**src/tgad_pkg.sv**
```systemverilog
// Shared types and constants for the TGA run-length pixel decoder.
// No dependencies; used by the decode step, the top level and the checker.
`timescale 1ns / 1ps
`default_nettype none

package tgad_pkg;

    localparam int unsigned PIX_COUNT_W = 25;
    localparam int unsigned CFG_DATA_W  = 25;
    localparam int unsigned CFG_INDEX_W = 2;

    // Register indexes on the configuration port
    localparam logic [CFG_INDEX_W-1:0] CFG_PIXEL_COUNT   = 2'd0;
    localparam logic [CFG_INDEX_W-1:0] CFG_FOUR_CHANNELS = 2'd1;
    localparam logic [CFG_INDEX_W-1:0] CFG_RLE_CODED     = 2'd2;

    localparam logic [PIX_COUNT_W-1:0] PIX_COUNT_MAX = {PIX_COUNT_W{1'b1}};

    // Packet header fields
    localparam int unsigned  HDR_REPEAT_BIT = 7;
    localparam logic [7:0]   HDR_COUNT_MASK = 8'h7F;

    localparam logic [7:0]   ALPHA_LOW_LIMIT = 8'd250;
    localparam logic [7:0]   ALPHA_OPAQUE    = 8'd255;

    typedef struct packed {
        logic                   expect_header;
        logic                   packet_is_repeat;
        logic [7:0]             packet_pixels_left;
        logic [1:0]             channel_index;
        logic [23:0]            pixel_bytes;        // B 7:0, G 15:8, R 23:16
        logic [PIX_COUNT_W-1:0] image_pixels_left;
        logic                   low_alpha_flag;
    } dec_state_t;

    localparam dec_state_t STATE_RESET = '{
        expect_header:      1'b1,
        packet_is_repeat:   1'b0,
        packet_pixels_left: 8'd0,
        channel_index:      2'd0,
        pixel_bytes:        24'd0,
        image_pixels_left:  '0,
        low_alpha_flag:     1'b0
    };

    typedef struct packed {
        logic [PIX_COUNT_W-1:0] pixel_load;   // count already clipped to the cap
        logic                   four_channels;
        logic                   rle_coded;
    } dec_cfg_t;

    typedef struct packed {
        logic [7:0] red;
        logic [7:0] green;
        logic [7:0] blue;
        logic [7:0] alpha;
        logic [7:0] run_length;
        logic       last_pixel;
        logic       alpha_seen;
    } pixel_t;

endpackage

`default_nettype wire

```
**src/tga_rle_pixel_decoder.sv**
```systemverilog
// Top level of the TGA run-length pixel decoder: handshake, config and state.
// Depends on tgad_pkg and tgad_step.
`timescale 1ns / 1ps
`default_nettype none

// Decodes TGA pixel data one byte per beat into RGBA pixels. Every byte is
// taken into an input register; from there the decode step consumes it,
// updates the packet/pixel state and, on the closing byte of a pixel, loads
// the result register. Throughput is one byte per clock: the input register
// keeps taking bytes while a pixel waits in the result register, and only a
// byte that closes a pixel waits for that register to drain. In run-length
// mode a repeat packet yields a single beat whose m_run_length is the
// packet count, clipped to the pixels still left. Assert s_image_start on
// the first byte of each image; it reloads the pixel count (clipped to
// MAX_SIDE squared) and clears all decoding state. Bytes past the last
// pixel, or before any image start, are swallowed. Configuration writes
// take effect immediately and must only be issued while the decoder is
// idle.
module tga_rle_pixel_decoder #(
    parameter int unsigned MAX_SIDE = 4096
) (
    input  wire logic                             aclk,
    input  wire logic                             aresetn,

    input  wire logic                             cfg_wr_en,
    input  wire logic [tgad_pkg::CFG_INDEX_W-1:0] cfg_index,
    input  wire logic [tgad_pkg::CFG_DATA_W-1:0]  cfg_wdata,

    input  wire logic                             s_valid,
    output logic                                  s_ready,
    input  wire logic [7:0]                       s_data_byte,
    input  wire logic                             s_image_start,

    output logic                                  m_valid,
    input  wire logic                             m_ready,
    output logic [7:0]                            m_red,
    output logic [7:0]                            m_green,
    output logic [7:0]                            m_blue,
    output logic [7:0]                            m_alpha,
    output logic [7:0]                            m_run_length,
    output logic                                  m_last_pixel,
    output logic                                  m_alpha_seen
);

    // Cap on the pixel count, folded into the 25-bit count range
    localparam longint unsigned CAP_FULL = 64'(MAX_SIDE) * 64'(MAX_SIDE);
    localparam logic [tgad_pkg::PIX_COUNT_W-1:0] CAP_CLIP =
        (CAP_FULL > 64'(tgad_pkg::PIX_COUNT_MAX)) ? tgad_pkg::PIX_COUNT_MAX
                                                  : tgad_pkg::PIX_COUNT_W'(CAP_FULL);

    // Configuration registers
    logic [tgad_pkg::PIX_COUNT_W-1:0] pixel_count_reg;
    logic                             four_channels_reg;
    logic                             rle_coded_reg;

    // Input register
    logic       in_valid_reg;
    logic [7:0] in_byte_reg;
    logic       in_start_reg;

    // Decoder state
    tgad_pkg::dec_state_t state_reg;
    tgad_pkg::dec_state_t state_next;

    // Result register
    logic             out_valid_reg;
    tgad_pkg::pixel_t out_pixel_reg;

    tgad_pkg::dec_cfg_t cfg;
    tgad_pkg::pixel_t   step_pixel;
    logic               step_valid;
    logic               out_free;
    logic               fire;

    always_ff @(posedge aclk) begin
        if (!aresetn) begin
            pixel_count_reg   <= tgad_pkg::PIX_COUNT_W'(1);
            four_channels_reg <= 1'b1;
            rle_coded_reg     <= 1'b1;
        end else if (cfg_wr_en) begin
            unique case (cfg_index)
                tgad_pkg::CFG_PIXEL_COUNT:   pixel_count_reg   <= cfg_wdata;
                tgad_pkg::CFG_FOUR_CHANNELS: four_channels_reg <= cfg_wdata[0];
                tgad_pkg::CFG_RLE_CODED:     rle_coded_reg     <= cfg_wdata[0];
                default: ;  // unmapped index: write dropped
            endcase
        end
    end

    always_comb begin
        cfg.pixel_load    = (pixel_count_reg > CAP_CLIP) ? CAP_CLIP : pixel_count_reg;
        cfg.four_channels = four_channels_reg;
        cfg.rle_coded     = rle_coded_reg;
    end

    tgad_step u_step (
        .st          (state_reg),
        .cfg         (cfg),
        .data_byte   (in_byte_reg),
        .image_start (in_start_reg),
        .st_next     (state_next),
        .res_valid   (step_valid),
        .res         (step_pixel)
    );

    // A held byte retires unless it closes a pixel and the result slot is busy
    assign out_free = !out_valid_reg || m_ready;
    assign fire     = in_valid_reg && (!step_valid || out_free);
    assign s_ready  = !in_valid_reg || fire;

    always_ff @(posedge aclk) begin
        if (!aresetn) begin
            in_valid_reg <= 1'b0;
        end else if (s_ready) begin
            in_valid_reg <= s_valid;
        end
    end

    always_ff @(posedge aclk) begin
        if (s_valid && s_ready) begin
            in_byte_reg  <= s_data_byte;
            in_start_reg <= s_image_start;
        end
    end

    always_ff @(posedge aclk) begin
        if (!aresetn) begin
            state_reg <= tgad_pkg::STATE_RESET;
        end else if (fire) begin
            state_reg <= state_next;
        end
    end

    always_ff @(posedge aclk) begin
        if (!aresetn) begin
            out_valid_reg <= 1'b0;
        end else if (out_free) begin
            out_valid_reg <= fire && step_valid;
        end
    end

    always_ff @(posedge aclk) begin
        if (fire && step_valid) begin
            out_pixel_reg <= step_pixel;
        end
    end

    assign m_valid      = out_valid_reg;
    assign m_red        = out_pixel_reg.red;
    assign m_green      = out_pixel_reg.green;
    assign m_blue       = out_pixel_reg.blue;
    assign m_alpha      = out_pixel_reg.alpha;
    assign m_run_length = out_pixel_reg.run_length;
    assign m_last_pixel = out_pixel_reg.last_pixel;
    assign m_alpha_seen = out_pixel_reg.alpha_seen;

endmodule

`default_nettype wire

```
**src/tgad_step.sv**
```systemverilog
// One-byte decode step: next decoder state and optional pixel result.
// Pure combinational; depends on tgad_pkg.
`timescale 1ns / 1ps
`default_nettype none

module tgad_step (
    input  wire tgad_pkg::dec_state_t st,
    input  wire tgad_pkg::dec_cfg_t   cfg,
    input  wire logic [7:0]           data_byte,
    input  wire logic                 image_start,
    output tgad_pkg::dec_state_t      st_next,
    output logic                      res_valid,
    output tgad_pkg::pixel_t          res
);

    always_comb begin
        tgad_pkg::dec_state_t            cur;
        tgad_pkg::dec_state_t            nxt;
        logic [1:0]                      last_ch;
        logic [7:0]                      run;
        logic [7:0]                      alpha;
        logic [7:0]                      red;
        logic [tgad_pkg::PIX_COUNT_W-1:0] left_after;

        cur = st;
        if (image_start) begin
            cur = tgad_pkg::STATE_RESET;
            cur.image_pixels_left = cfg.pixel_load;
        end

        nxt        = cur;
        res_valid  = 1'b0;
        res        = '0;
        last_ch    = cfg.four_channels ? 2'd3 : 2'd2;
        run        = 8'd1;
        alpha      = tgad_pkg::ALPHA_OPAQUE;
        red        = data_byte;
        left_after = cur.image_pixels_left;

        if (cur.image_pixels_left != '0) begin
            if (cfg.rle_coded && (cur.expect_header || cur.packet_pixels_left == 8'd0)) begin
                nxt.packet_is_repeat   = data_byte[tgad_pkg::HDR_REPEAT_BIT];
                nxt.packet_pixels_left = (data_byte & tgad_pkg::HDR_COUNT_MASK) + 8'd1;
                nxt.expect_header      = 1'b0;
                nxt.channel_index      = 2'd0;
            end else if (cur.channel_index < last_ch) begin
                unique case (cur.channel_index)
                    2'd0:    nxt.pixel_bytes[7:0]   = data_byte;
                    2'd1:    nxt.pixel_bytes[15:8]  = data_byte;
                    2'd2:    nxt.pixel_bytes[23:16] = data_byte;
                    default: nxt.pixel_bytes       = cur.pixel_bytes;
                endcase
                nxt.channel_index = cur.channel_index + 2'd1;
            end else begin
                // closing byte of the pixel
                if (cfg.four_channels) begin
                    red   = cur.pixel_bytes[23:16];
                    alpha = data_byte;
                end
                nxt.channel_index = 2'd0;

                if (cfg.rle_coded) begin
                    if (cur.packet_is_repeat) begin
                        if ({{(tgad_pkg::PIX_COUNT_W-8){1'b0}}, cur.packet_pixels_left}
                                > cur.image_pixels_left) begin
                            run = cur.image_pixels_left[7:0];
                        end else begin
                            run = cur.packet_pixels_left;
                        end
                        nxt.packet_pixels_left = 8'd0;
                    end else begin
                        nxt.packet_pixels_left = cur.packet_pixels_left - 8'd1;
                    end
                    if (nxt.packet_pixels_left == 8'd0) begin
                        nxt.expect_header = 1'b1;
                    end
                end

                left_after = cur.image_pixels_left
                           - {{(tgad_pkg::PIX_COUNT_W-8){1'b0}}, run};
                nxt.image_pixels_left = left_after;
                if (alpha < tgad_pkg::ALPHA_LOW_LIMIT) begin
                    nxt.low_alpha_flag = 1'b1;
                end

                res_valid      = 1'b1;
                res.red        = red;
                res.green      = cur.pixel_bytes[15:8];
                res.blue       = cur.pixel_bytes[7:0];
                res.alpha      = alpha;
                res.run_length = run;
                res.last_pixel = (left_after == '0);
                res.alpha_seen = nxt.low_alpha_flag;
            end
        end

        st_next = nxt;
    end

endmodule

`default_nettype wire

```
**config.mk**
```make
export PLATFORM = sky130hd
export DESIGN_NAME = tga_rle_pixel_decoder
export DESIGN_NICKNAME = d
export VERILOG_FILES = /design/src/tgad_pkg.sv /design/src/tga_rle_pixel_decoder.sv /design/src/tgad_step.sv
export SDC_FILE = /design/constraint.sdc
export NUM_CORES = 1
export LEC_CHECK = 0
export ABC_AREA = 1
export BUFFER_PORTS_ARGS = -buffer_cell sky130_fd_sc_hd__clkbuf_2
export CAP_MARGIN = 20
export CORE_MARGIN = 2
export CORE_UTILIZATION = 55
export CTS_CLUSTER_SIZE = 16
export DETAILED_ROUTE_END_ITERATION = 8
export HOLD_SLACK_MARGIN = 0.02
export PLACE_DENSITY = 0.87
export SETUP_SLACK_MARGIN = 0.05
export SLEW_MARGIN = 20
export SYNTH_ARGS = -nofsm -noshare
export SYNTH_HDL_FRONTEND = slang
export SYNTH_SLANG_ARGS = --single-unit
export TNS_END_PERCENT = 5
```
**constraint.sdc**
```tcl
create_clock -name aclk -period 8.2 [get_ports aclk]
set_clock_uncertainty 0.05 [all_clocks]
set_input_delay 0.82 -clock aclk [delete_from_list [all_inputs] [get_ports aclk]]
set_output_delay 0.82 -clock aclk [all_outputs]
set_load 0.02 [all_outputs]
```
==> run summary, run 1 <==
Critical Path Start Type - flip-flop
Yosys cell types - 39
GPL Wtd Cong - 0.957
CTS clock-pin slew for the worst setup and hold paths - 0.06 ns
Mapped cell area - 9050 um2
Area growth syn-to-layout - 10.4%
Worst hold path depth - 2
Final HPWL DP - 15900 um
Area leader, netlist - dfxtp_1
# nets final - 1499
Worst skew pair latency - 0.43 ns
Synth Instances - 1397
Crit path max-delay family - simple AND/OR/NAND/NOR gates
Final Setup Violations - 0
P_leak - 4.66 nW
Hold/Removal Path Class - reg2reg
CTS tree - built
Post-CTS setup buffer count - 0
Relative slew slack - 0.321
Clk root buf - clkbuf_16
Drc violations - 0
H-Tree Depth - 4
Die Footprint - 17500 um2
Final Critical Period - 5.33 ns
Avg Inst Size Synth - 6.48 um2
Via count - 9141
Initial Utilization - 0.566
RSZ-0062 raised after global routing - no
Syn_nets - 1461
Largest net degree at the start of global routing - 77
Final Util - 0.624
Final Hold Fails - 0
Commonest non-fill, non-tap cell in the layout - nand2_1
TritonCTS Buffers - 17
FF+latch area - 3350 um2
Fin cells - 1663
Critical path type - reg2reg
DRT iter0 DRCs - 1042
DIE HEIGHT - 132 um
Worst vdd ir - 0.169 mV
YS warnings - 0
Top cells by area, synth - dfxtp_1 (20%), nand2_1 (18%), edfxtp_1 (17%), nor2_1 (9.8%), o21ai_0 (9.6%)
Buffers & Inverters on Critical Path - 5
CP max-delay cell - buf_4
Global Route Usage Sum - 0.276
PD cells - 189 nW/um2
CTS Hold Bufs - 0
Slew Viols, Final - 0
Post-synthesis register bit count - 142
CTS resizes - 0
CP endpoint kind - flip-flop
Antenna-violating nets left - 0
R2R cell count - 27
Most used DFF post-synth - dfxtp_1
Die X - 132 um
Fillers - 1464
CTS sink cnt - 142
Port buffer count - 84
Gr ovfl total - 0
EDFF count, synth - 51
Multi-input logic area - 4910 um2
Crit path max fanout - 39
DR pass1 iterations - 7
Worst EP required - 8.45 ns
Crit-path max cell delay - 0.45 ns
Clock Tree Buf Depth - 2
Number of max-cap violations - 0
Global-route wire length before repair - 39500 um
Diode count - 0
Sequential share of the synthesized area - 0.370
Top-area cell type share of the netlist area - 0.201
Max reg flops - 62
I/O Pins - 85
Core Area - 16000 um2
Asr flop ratio synth - 0
CP Depth - 27
Vias in the first global route - 8222
Via density - 5.50
Fin crit share - 0.650
Worst Tran Pin Value - 1.01 ns
Setup TNS Final - 0 ns
Placed insts - 1632
Status - finished, final reports clean
Most frequent cells in the layout - nand2_1 (431), nor2_1 (237), o21ai_0 (173)
Max Clk Rate - 188 MHz
Crit path arrival time - 5.58 ns
FP Rows - 46
Share of cells above drive strength 1 - 0.0981
Routed WL per cell - 14.3 um
DRT Wirelength - 23700 um
Initial antenna violation count - 0
[power by group]
group | internal [mW] | leakage (nW) | switching [mW] | total [mW]
combinational | 0.120 | 3.10 | 0.255 | 0.375
sequential | 0.752 | 1.28 | 0.0223 | 0.774
clock | 0.437 | 0.280 | 0.300 | 0.737
[path summary, 6_finish.rpt]
| kind | from | end | slack [ns] |
|---|---|---|---|
| max reg2reg | in_start_reg | m_last_pixel | 2.87 |
| min | state_reg[34] | state_reg[34] | 0.41 |
| max | in_start_reg | m_last_pixel | 2.87 |
| min reg2reg | state_reg[34] | state_reg[34] | 0.41 |
[synth_stat cells (7+ instances only)]
cell type    n
nand2_1    431
inv_1      105
buf_4        7
edfxtp_1    51
a21oi_1     52
nand3_1     73
a211oi_1     8
nand4_1      8
o21ai_1      7
o21ai_0    173
ha_1        22
nor2_1     237
buf_6        7
clkbuf_1    36
buf_2       18
dfxtp_1     91
xor2_1      12
[cell type report]
type | instances | area share
tap | 216 | 0.0271
clock inverter | 8 | 0.00526
clock buffer | 23 | 0.0511
sequential | 142 | 0.336
multi-input combinational | 1071 | 0.491
inverter | 111 | 0.0417
timing repair buffer | 92 | 0.0481
[worst register-to-register path, delay by kind of cell (launching register included)]
kind / cells / cell delay [ns]
buffers and inverters: 5 / 1.43
flip-flops: 1 / 0.36
adder cells (fa/ha/maj): 2 / 0.62
AND/OR/NAND/NOR: 18 / 2.54
AO/OA/AOI/OAI: 2 / 0.19
[through the flow]
step	worst slack (ns)	instance area [um2]	total power [mW]	hold slack (ns)
6_report	2.87	9990	1.89	0.415
3_5_place_dp	2.98	9430	1.15	0.406
4_1_cts	2.99	9990	1.88	0.415
2_1_floorplan	3.75	9050	1.07	0.389
3_3_place_gp	3.09	9430	1.15	0.402
5_1_grt	2.41	9990	1.97	0.425
[logic make-up after synthesis]
| group | after synthesis | synth area share |
|---|---|---|
| AO/OA/AOI/OAI | 259 | 0.150 |
| buffers and inverters | 184 | 0.0875 |
| adder cells (fa/ha/maj) | 23 | 0.0326 |
| flip-flops | 142 | 0.370 |
| AND/OR/NAND/NOR | 771 | 0.342 |
| XOR/XNOR | 18 | 0.0174 |
[layer usage]
| metal | GRT usage | up-vias | routed length (um) |
|---|---|---|---|
| met1 | 0.339 | 4138 | 9900 |
| met2 | 0.476 | 343 | 11400 |
| met5 | 0 | - | 0 |
| li1 | - | 4585 | - |
| met3 | 0.0481 | 75 | 1590 |
| met4 | 0.124 | 0 | 871 |
No activity file was read; power rests on OpenSTA's default activity.
==> run 2, diff against run 1 <==
- clock period: 8.2 -> 5.6 ns (I/O delays scaled with it)
==> run 2 against run 1 <==
Against the previous run: largest power group unchanged; cell area up 1.2%; first-iteration DRC count decreased by 21%; critical path type unchanged; maximum frequency rose by 5.0%.
==> run summary, run 2 (same netlist as run 1, synthesis figures left out) <==
CTS clock-pin slew for the worst setup and hold paths - 0.06 ns (about the same)
Final worst slack - 0.523 ns (was 2.87 ns)
PnR Total Power - 2.83 mW (was 1.89 mW)
WHS - 0.247 ns (was 0.415 ns)
Final HPWL DP - 16300 um (was 15900 um)
M1 GR Usage - 0.328 (was 0.339)
CTS tree - built (unchanged)
Critical path type - reg2reg (unchanged)
Hold/Removal Path Class - in2reg (was reg2reg)
Max reg flops - 62 (unchanged)
Crit-path max cell delay - 0.42 ns (was 0.45 ns)
Antenna-violating nets left - 0 (unchanged)
Global-route wire length before repair - 38600 um (was 39500 um)
CTS sink cnt - 142 (unchanged)
Share of cells above drive strength 1 - 0.108 (was 0.0981)
Setup TNS Final - 0 ns (unchanged)
Worst EP required - 5.85 ns (was 8.45 ns)
Initial antenna violation count - 0 (unchanged)
Largest net degree at the start of global routing - 77 (unchanged)
GPL Wtd Cong - 0.963 (was 0.957)
DR pass1 iterations - 5 (was 7)
Routed WL per cell - 14.3 um (about the same)
PD cells - 280 nW/um2 (was 189 nW/um2)
Port buffer count - 84 (unchanged)
Critical Path Start Type - flip-flop (unchanged)
Most common cell on crit path - nor2_1
Area growth syn-to-layout - 11.7% (was 10.4%)
P_leak - 4.71 nW (was 4.66 nW)
Relative slew slack - 0.445 (was 0.321)
Status - finished, final reports clean (unchanged)
H-Tree Depth - 4 (unchanged)
Most frequent cells in the layout - nand2_1 (431), nor2_1 (236), o21ai_0 (173) (was nand2_1 (431), nor2_1 (237), o21ai_0 (173))
CP max-delay cell - fa_1 (was buf_4)
Worst skew pair latency - 0.43 ns (about the same)
Crit path arrival time - 5.32 ns (was 5.58 ns)
# nets final - 1509 (was 1499)
Via count - 9173 (was 9141)
Die X - 132 um (unchanged)
Via density - 5.48 (was 5.50)
I/O Pins - 85 (unchanged)
Initial Utilization - 0.566 (unchanged)
Crit path max-delay family - simple AND/OR/NAND/NOR gates (unchanged)
Clock Tree Buf Depth - 2 (unchanged)
Number of max-cap violations - 0 (unchanged)
TritonCTS Buffers - 17 (unchanged)
CP endpoint kind - flip-flop (unchanged)
Clk root buf - clkbuf_16 (unchanged)
Met3 track demand over resource - 0.0500 (was 0.0481)
DIE HEIGHT - 132 um (unchanged)
DRT Wirelength - 23900 um (was 23700 um)
Vias in the first global route - 8293 (was 8222)
Max Clk Rate - 197 MHz (was 188 MHz)
Final Hold Fails - 0 (unchanged)
Buffers & Inverters on Critical Path - 2 (was 5)
Commonest non-fill, non-tap cell in the layout - nand2_1 (unchanged)
Global Route Usage Sum - 0.270 (was 0.276)
RSZ-0062 raised after global routing - no (unchanged)
Slew Viols, Final - 0 (unchanged)
Gr ovfl total - 0 (unchanged)
DRT iter0 DRCs - 820 (was 1042)
Crit path max fanout - 12 (was 39)
Worst slack, placed - 0.365 ns (was 2.98 ns)
FP Rows - 46 (unchanged)
Worst vdd ir - 0.200 mV (was 0.169 mV)
Gr busiest metal - met2 (unchanged)
Fin crit share - 0.907 (was 0.650)
Diode count - 0 (unchanged)
Fillers - 1479 (was 1464)
Met2 usage in global routing - 0.458 (was 0.476)
Drc violations - 0 (unchanged)
Die Footprint - 17500 um2 (unchanged)
Core Area - 16000 um2 (unchanged)
Worst Tran Pin Value - 0.830 ns (was 1.01 ns)
Final Setup Violations - 0 (unchanged)
Final Critical Period - 5.08 ns (was 5.33 ns)
## run 2: path summary, 6_finish.rpt
kind                       startpoint              to  slack (ns)  cells after the start
setup reg to reg  pixel_count_reg[20]    m_last_pixel        0.52                     34
hold / removal         s_data_byte[1]  in_byte_reg[1]        0.25                      1
hold reg to reg         state_reg[27]   state_reg[27]        0.42                      2
setup / recovery  pixel_count_reg[20]    m_last_pixel        0.52                     34
## run 2: layout make-up
cell class                 count  area, um2  share of cell area
inverter                     111        417              0.0412
tap                          216        270              0.0267
timing repair buffer         100        541              0.0535
clock inverter                15        161              0.0160
sequential                   142       3350               0.332
multi-input combinational   1073       4940               0.489
clock buffer                  17        425              0.0421
## run 2: per-stage QoR
step	cells	utilization	instance area (um2)
finish	1674	0.632	10100
detailed placement	1638	0.592	9470
floorplan	1397	-	9050
global placement	1638	0.592	9470
CTS	1670	0.629	10100
global route	1674	0.632	10100
## run 2: where the power goes
group	internal, mW	switching [mW]	total, mW
clock network	0.661	0.476	1.14
registers	1.10	0.0351	1.14
logic	0.182	0.372	0.554
## run 2: worst register-to-register path, delay by kind of cell, from the launching register on
family	cells	cell delay (ns)
buf+inv	2	0.22
flops	1	0.33
simple gates	25	2.77
xor+xnor	1	0.16
compound gates	3	0.41
fa+ha+maj	3	1.00
## run 2: per-layer routing
layer | share of wire | vias to the layer above | wire [um]
met5 | 0 | - | 0
met4 | 0.041 | 0 | 970
met3 | 0.071 | 70 | 1710
met2 | 0.49 | 415 | 11700
met1 | 0.40 | 4085 | 9580
li1 | - | 4603 | -
## run 2: timing repair
| action | in CTS | in global routing |
|---|---|---|
| hold buffers | 0 | 0 |
| hold endpoints to repair | 0 | 0 |
| endpoints found under the setup margin | 0 | 6 |
| resized for setup | 0 | 3 |
| buffers inserted | 0 | 2 |
==> run 3, diff against run 2 <==
- CORE_ASPECT_RATIO: default -> 0.8
- SETUP_SLACK_MARGIN: 0.05 -> default
- clock period: 5.6 -> 5.3 ns (I/O delays scaled with it)
==> run 3 against run 2 <==
Against the previous run: flip-flop and latch count unchanged; count of clock-buffer cells in the layout increased by 3; worst setup slack got worse by 0.18 ns; sequential power increased by 5%; final cell count decreased by 0.18%; cell area increased by 0.12%; first-iteration DRC count increased by 46%; utilization increased by 0.26 points; die area about the same; critical path depth unchanged.
==> run summary, run 3 (same netlist as run 1, synthesis figures left out) <==
Status - finished, final reports clean (unchanged)
# nets final - 1507 (was 1509)
Worst skew pair latency - 0.43 ns (about the same)
Comb power frac - 0.202 (was 0.196)
I/O Pins - 85 (unchanged)
Worst vdd ir - 0.245 mV (was 0.200 mV)
Worst EP required - 5.55 ns (was 5.85 ns)
TritonCTS Buffers - 17 (unchanged)
Critical Path Start Type - flip-flop (unchanged)
Sw frac - 0.311 (was 0.313)
CTS tree - built (unchanged)
Final Hold Fails - 0 (unchanged)
Fin crit share - 0.935 (was 0.907)
Relative slew slack - 0.401 (was 0.445)
Routed WL per cell - 15.1 um (was 14.3 um)
CTS sink cnt - 142 (unchanged)
Number of max-cap violations - 0 (unchanged)
Slew Viols, Final - 0 (unchanged)
CP max-delay cell - ha_1 (was fa_1)
Global-route wire length before repair - 40700 um (was 38600 um)
Via count - 9327 (was 9173)
Core Area - 16000 um2 (about the same)
Diode count - 0 (unchanged)
DRT iter0 DRCs - 1195 (was 820)
Global Route Usage Sum - 0.288 (was 0.270)
DRT Wirelength - 25300 um (was 23900 um)
Crit path arrival time - 5.20 ns (was 5.32 ns)
Clk pwr share - 0.398 (was 0.402)
Sequential Power Share - 0.400 (was 0.402)
DIE HEIGHT - 119 um (was 132 um)
CTS Hold Bufs - 0 (unchanged)
Worst Tran Pin Value - 0.898 ns (was 0.830 ns)
Share of cells above drive strength 1 - 0.108 (about the same)
Initial antenna violation count - 0 (unchanged)
Final Setup Violations - 0 (unchanged)
Area growth syn-to-layout - 11.8% (was 11.7%)
Placed insts - 1636 (was 1638)
Final Critical Period - 4.95 ns (was 5.08 ns)
Initial Utilization - 0.567 (was 0.566)
Drc violations - 0 (unchanged)
CTS clock-pin slew for the worst setup and hold paths - 0.07 ns (was 0.06 ns)
Switching Power - 933 uW (was 883 uW)
PnR Total Power - 3.00 mW (was 2.83 mW)
Antenna-violating nets left - 0 (unchanged)
Most common cell on crit path - nand2_1 (was nor2_1)
WHS - 0.223 ns (was 0.247 ns)
Crit-path max cell delay - 0.39 ns (was 0.42 ns)
P_leak - 4.68 nW (was 4.71 nW)
Critical path type - reg2reg (unchanged)
H-Tree Depth - 4 (unchanged)
Port buffer count - 84 (unchanged)
Max reg flops - 62 (unchanged)
Largest net degree at the start of global routing - 77 (unchanged)
Hold/Removal Path Class - in2reg (unchanged)
DR pass1 iterations - 8 (was 5)
Max Clk Rate - 202 MHz (was 197 MHz)
Clock Tree Buf Depth - 2 (unchanged)
Die X - 147 um (was 132 um)
Die Footprint - 17500 um2 (about the same)
Vias in the first global route - 8168 (was 8293)
Gr ovfl total - 0 (unchanged)
Crit path max fanout - 12 (unchanged)
Most frequent cells in the layout - nand2_1 (430), nor2_1 (235), o21ai_0 (173) (was nand2_1 (431), nor2_1 (236), o21ai_0 (173))
GPL Wtd Cong - 1.02 (was 0.963)
Via density - 5.58 (was 5.48)
Clk root buf - clkbuf_16 (unchanged)
Commonest non-fill, non-tap cell in the layout - nand2_1 (unchanged)
Fin cells - 1671 (was 1674)
FP Rows - 41 (was 46)
PD cells - 296 nW/um2 (was 280 nW/um2)
Final HPWL DP - 17000 um (was 16300 um)
Internal power - 2.07 mW (was 1.94 mW)
CP endpoint kind - flip-flop (unchanged)
[run 3: changes by cell type in the layout (fill, tap and decap cells not counted), sizes merged]
cell      previous run  this run
buf                 16        15
clkbuf             101       104
clkinv               7         4
clkinvlp             3         4
inv                114       113
nor3                 8         7
[run 3: power groups by stage]
stage | Combinational (mW) | Clock (mW) | Sequential [mW]
finish | 0.606 | 1.19 | 1.20
global route | 0.679 | 1.25 | 1.20
floorplan | 0.448 | 0 | 1.20
CTS | 0.578 | 1.20 | 1.20
global placement | 0.568 | 0 | 1.22
detailed placement | 0.572 | 0 | 1.22
[run 3: cell type report]
class / instances / area [um2]
Timing Repair Buffer: 99 / 533
Fill cell: 1391 / 5830
Sequential cell: 142 / 3350
Inverter: 111 / 417
Clock inverter: 12 / 133
Tap cell: 215 / 269
Clock buffer: 20 / 447
Multi-Input combinational cell: 1072 / 4970
[run 3: stage by stage]
step / setup TNS [ns] / util / area (um2) / setup WS (ns)
3_3_place_gp: 0 / 0.593 / 9460 / 0.398
3_5_place_dp: 0 / 0.593 / 9460 / 0.196
5_1_grt: -0.0226 / 0.635 / 10100 / -0.0226
2_1_floorplan: 0 / - / 9050 / 0.851
4_1_cts: 0 / 0.629 / 10000 / 0.0607
6_report: 0 / 0.635 / 10100 / 0.346
[run 3: worst max-delay path: cells and delay by family, from the launching register on]
family	cells	cell delay [ns]
flops	1	0.34
fa+ha+maj	2	0.71
buf+inv	2	0.16
compound gates	3	0.30
simple gates	27	3.23
[run 3: final timing paths]
kind / from / slack [ns] / cells after the start / end
max: pixel_count_reg[11] / 0.35 / 34 / m_last_pixel
min: s_image_start / 0.22 / 1 / in_start_reg
max reg2reg: pixel_count_reg[11] / 0.35 / 34 / m_last_pixel
min reg2reg: state_reg[55] / 0.42 / 2 / state_reg[55]
[run 3: per-layer routing]
metal / vias to the layer above / share of wire / GRT usage
met3: 32 / 0.11 / 0.0641
li1: 4606 / - / -
met4: 0 / 0.012 / 0.0727
met2: 517 / 0.41 / 0.396
met5: - / 0 / 0
met1: 4172 / 0.47 / 0.452
[run 3: what timing repair did]
| action | CTS | global route |
|---|---|---|
| resized for setup | 0 | 12 |
| setup endpoints to repair | 0 | 19 |
| buffers inserted | 0 | 2 |
| endpoints found under the hold margin | 0 | 0 |
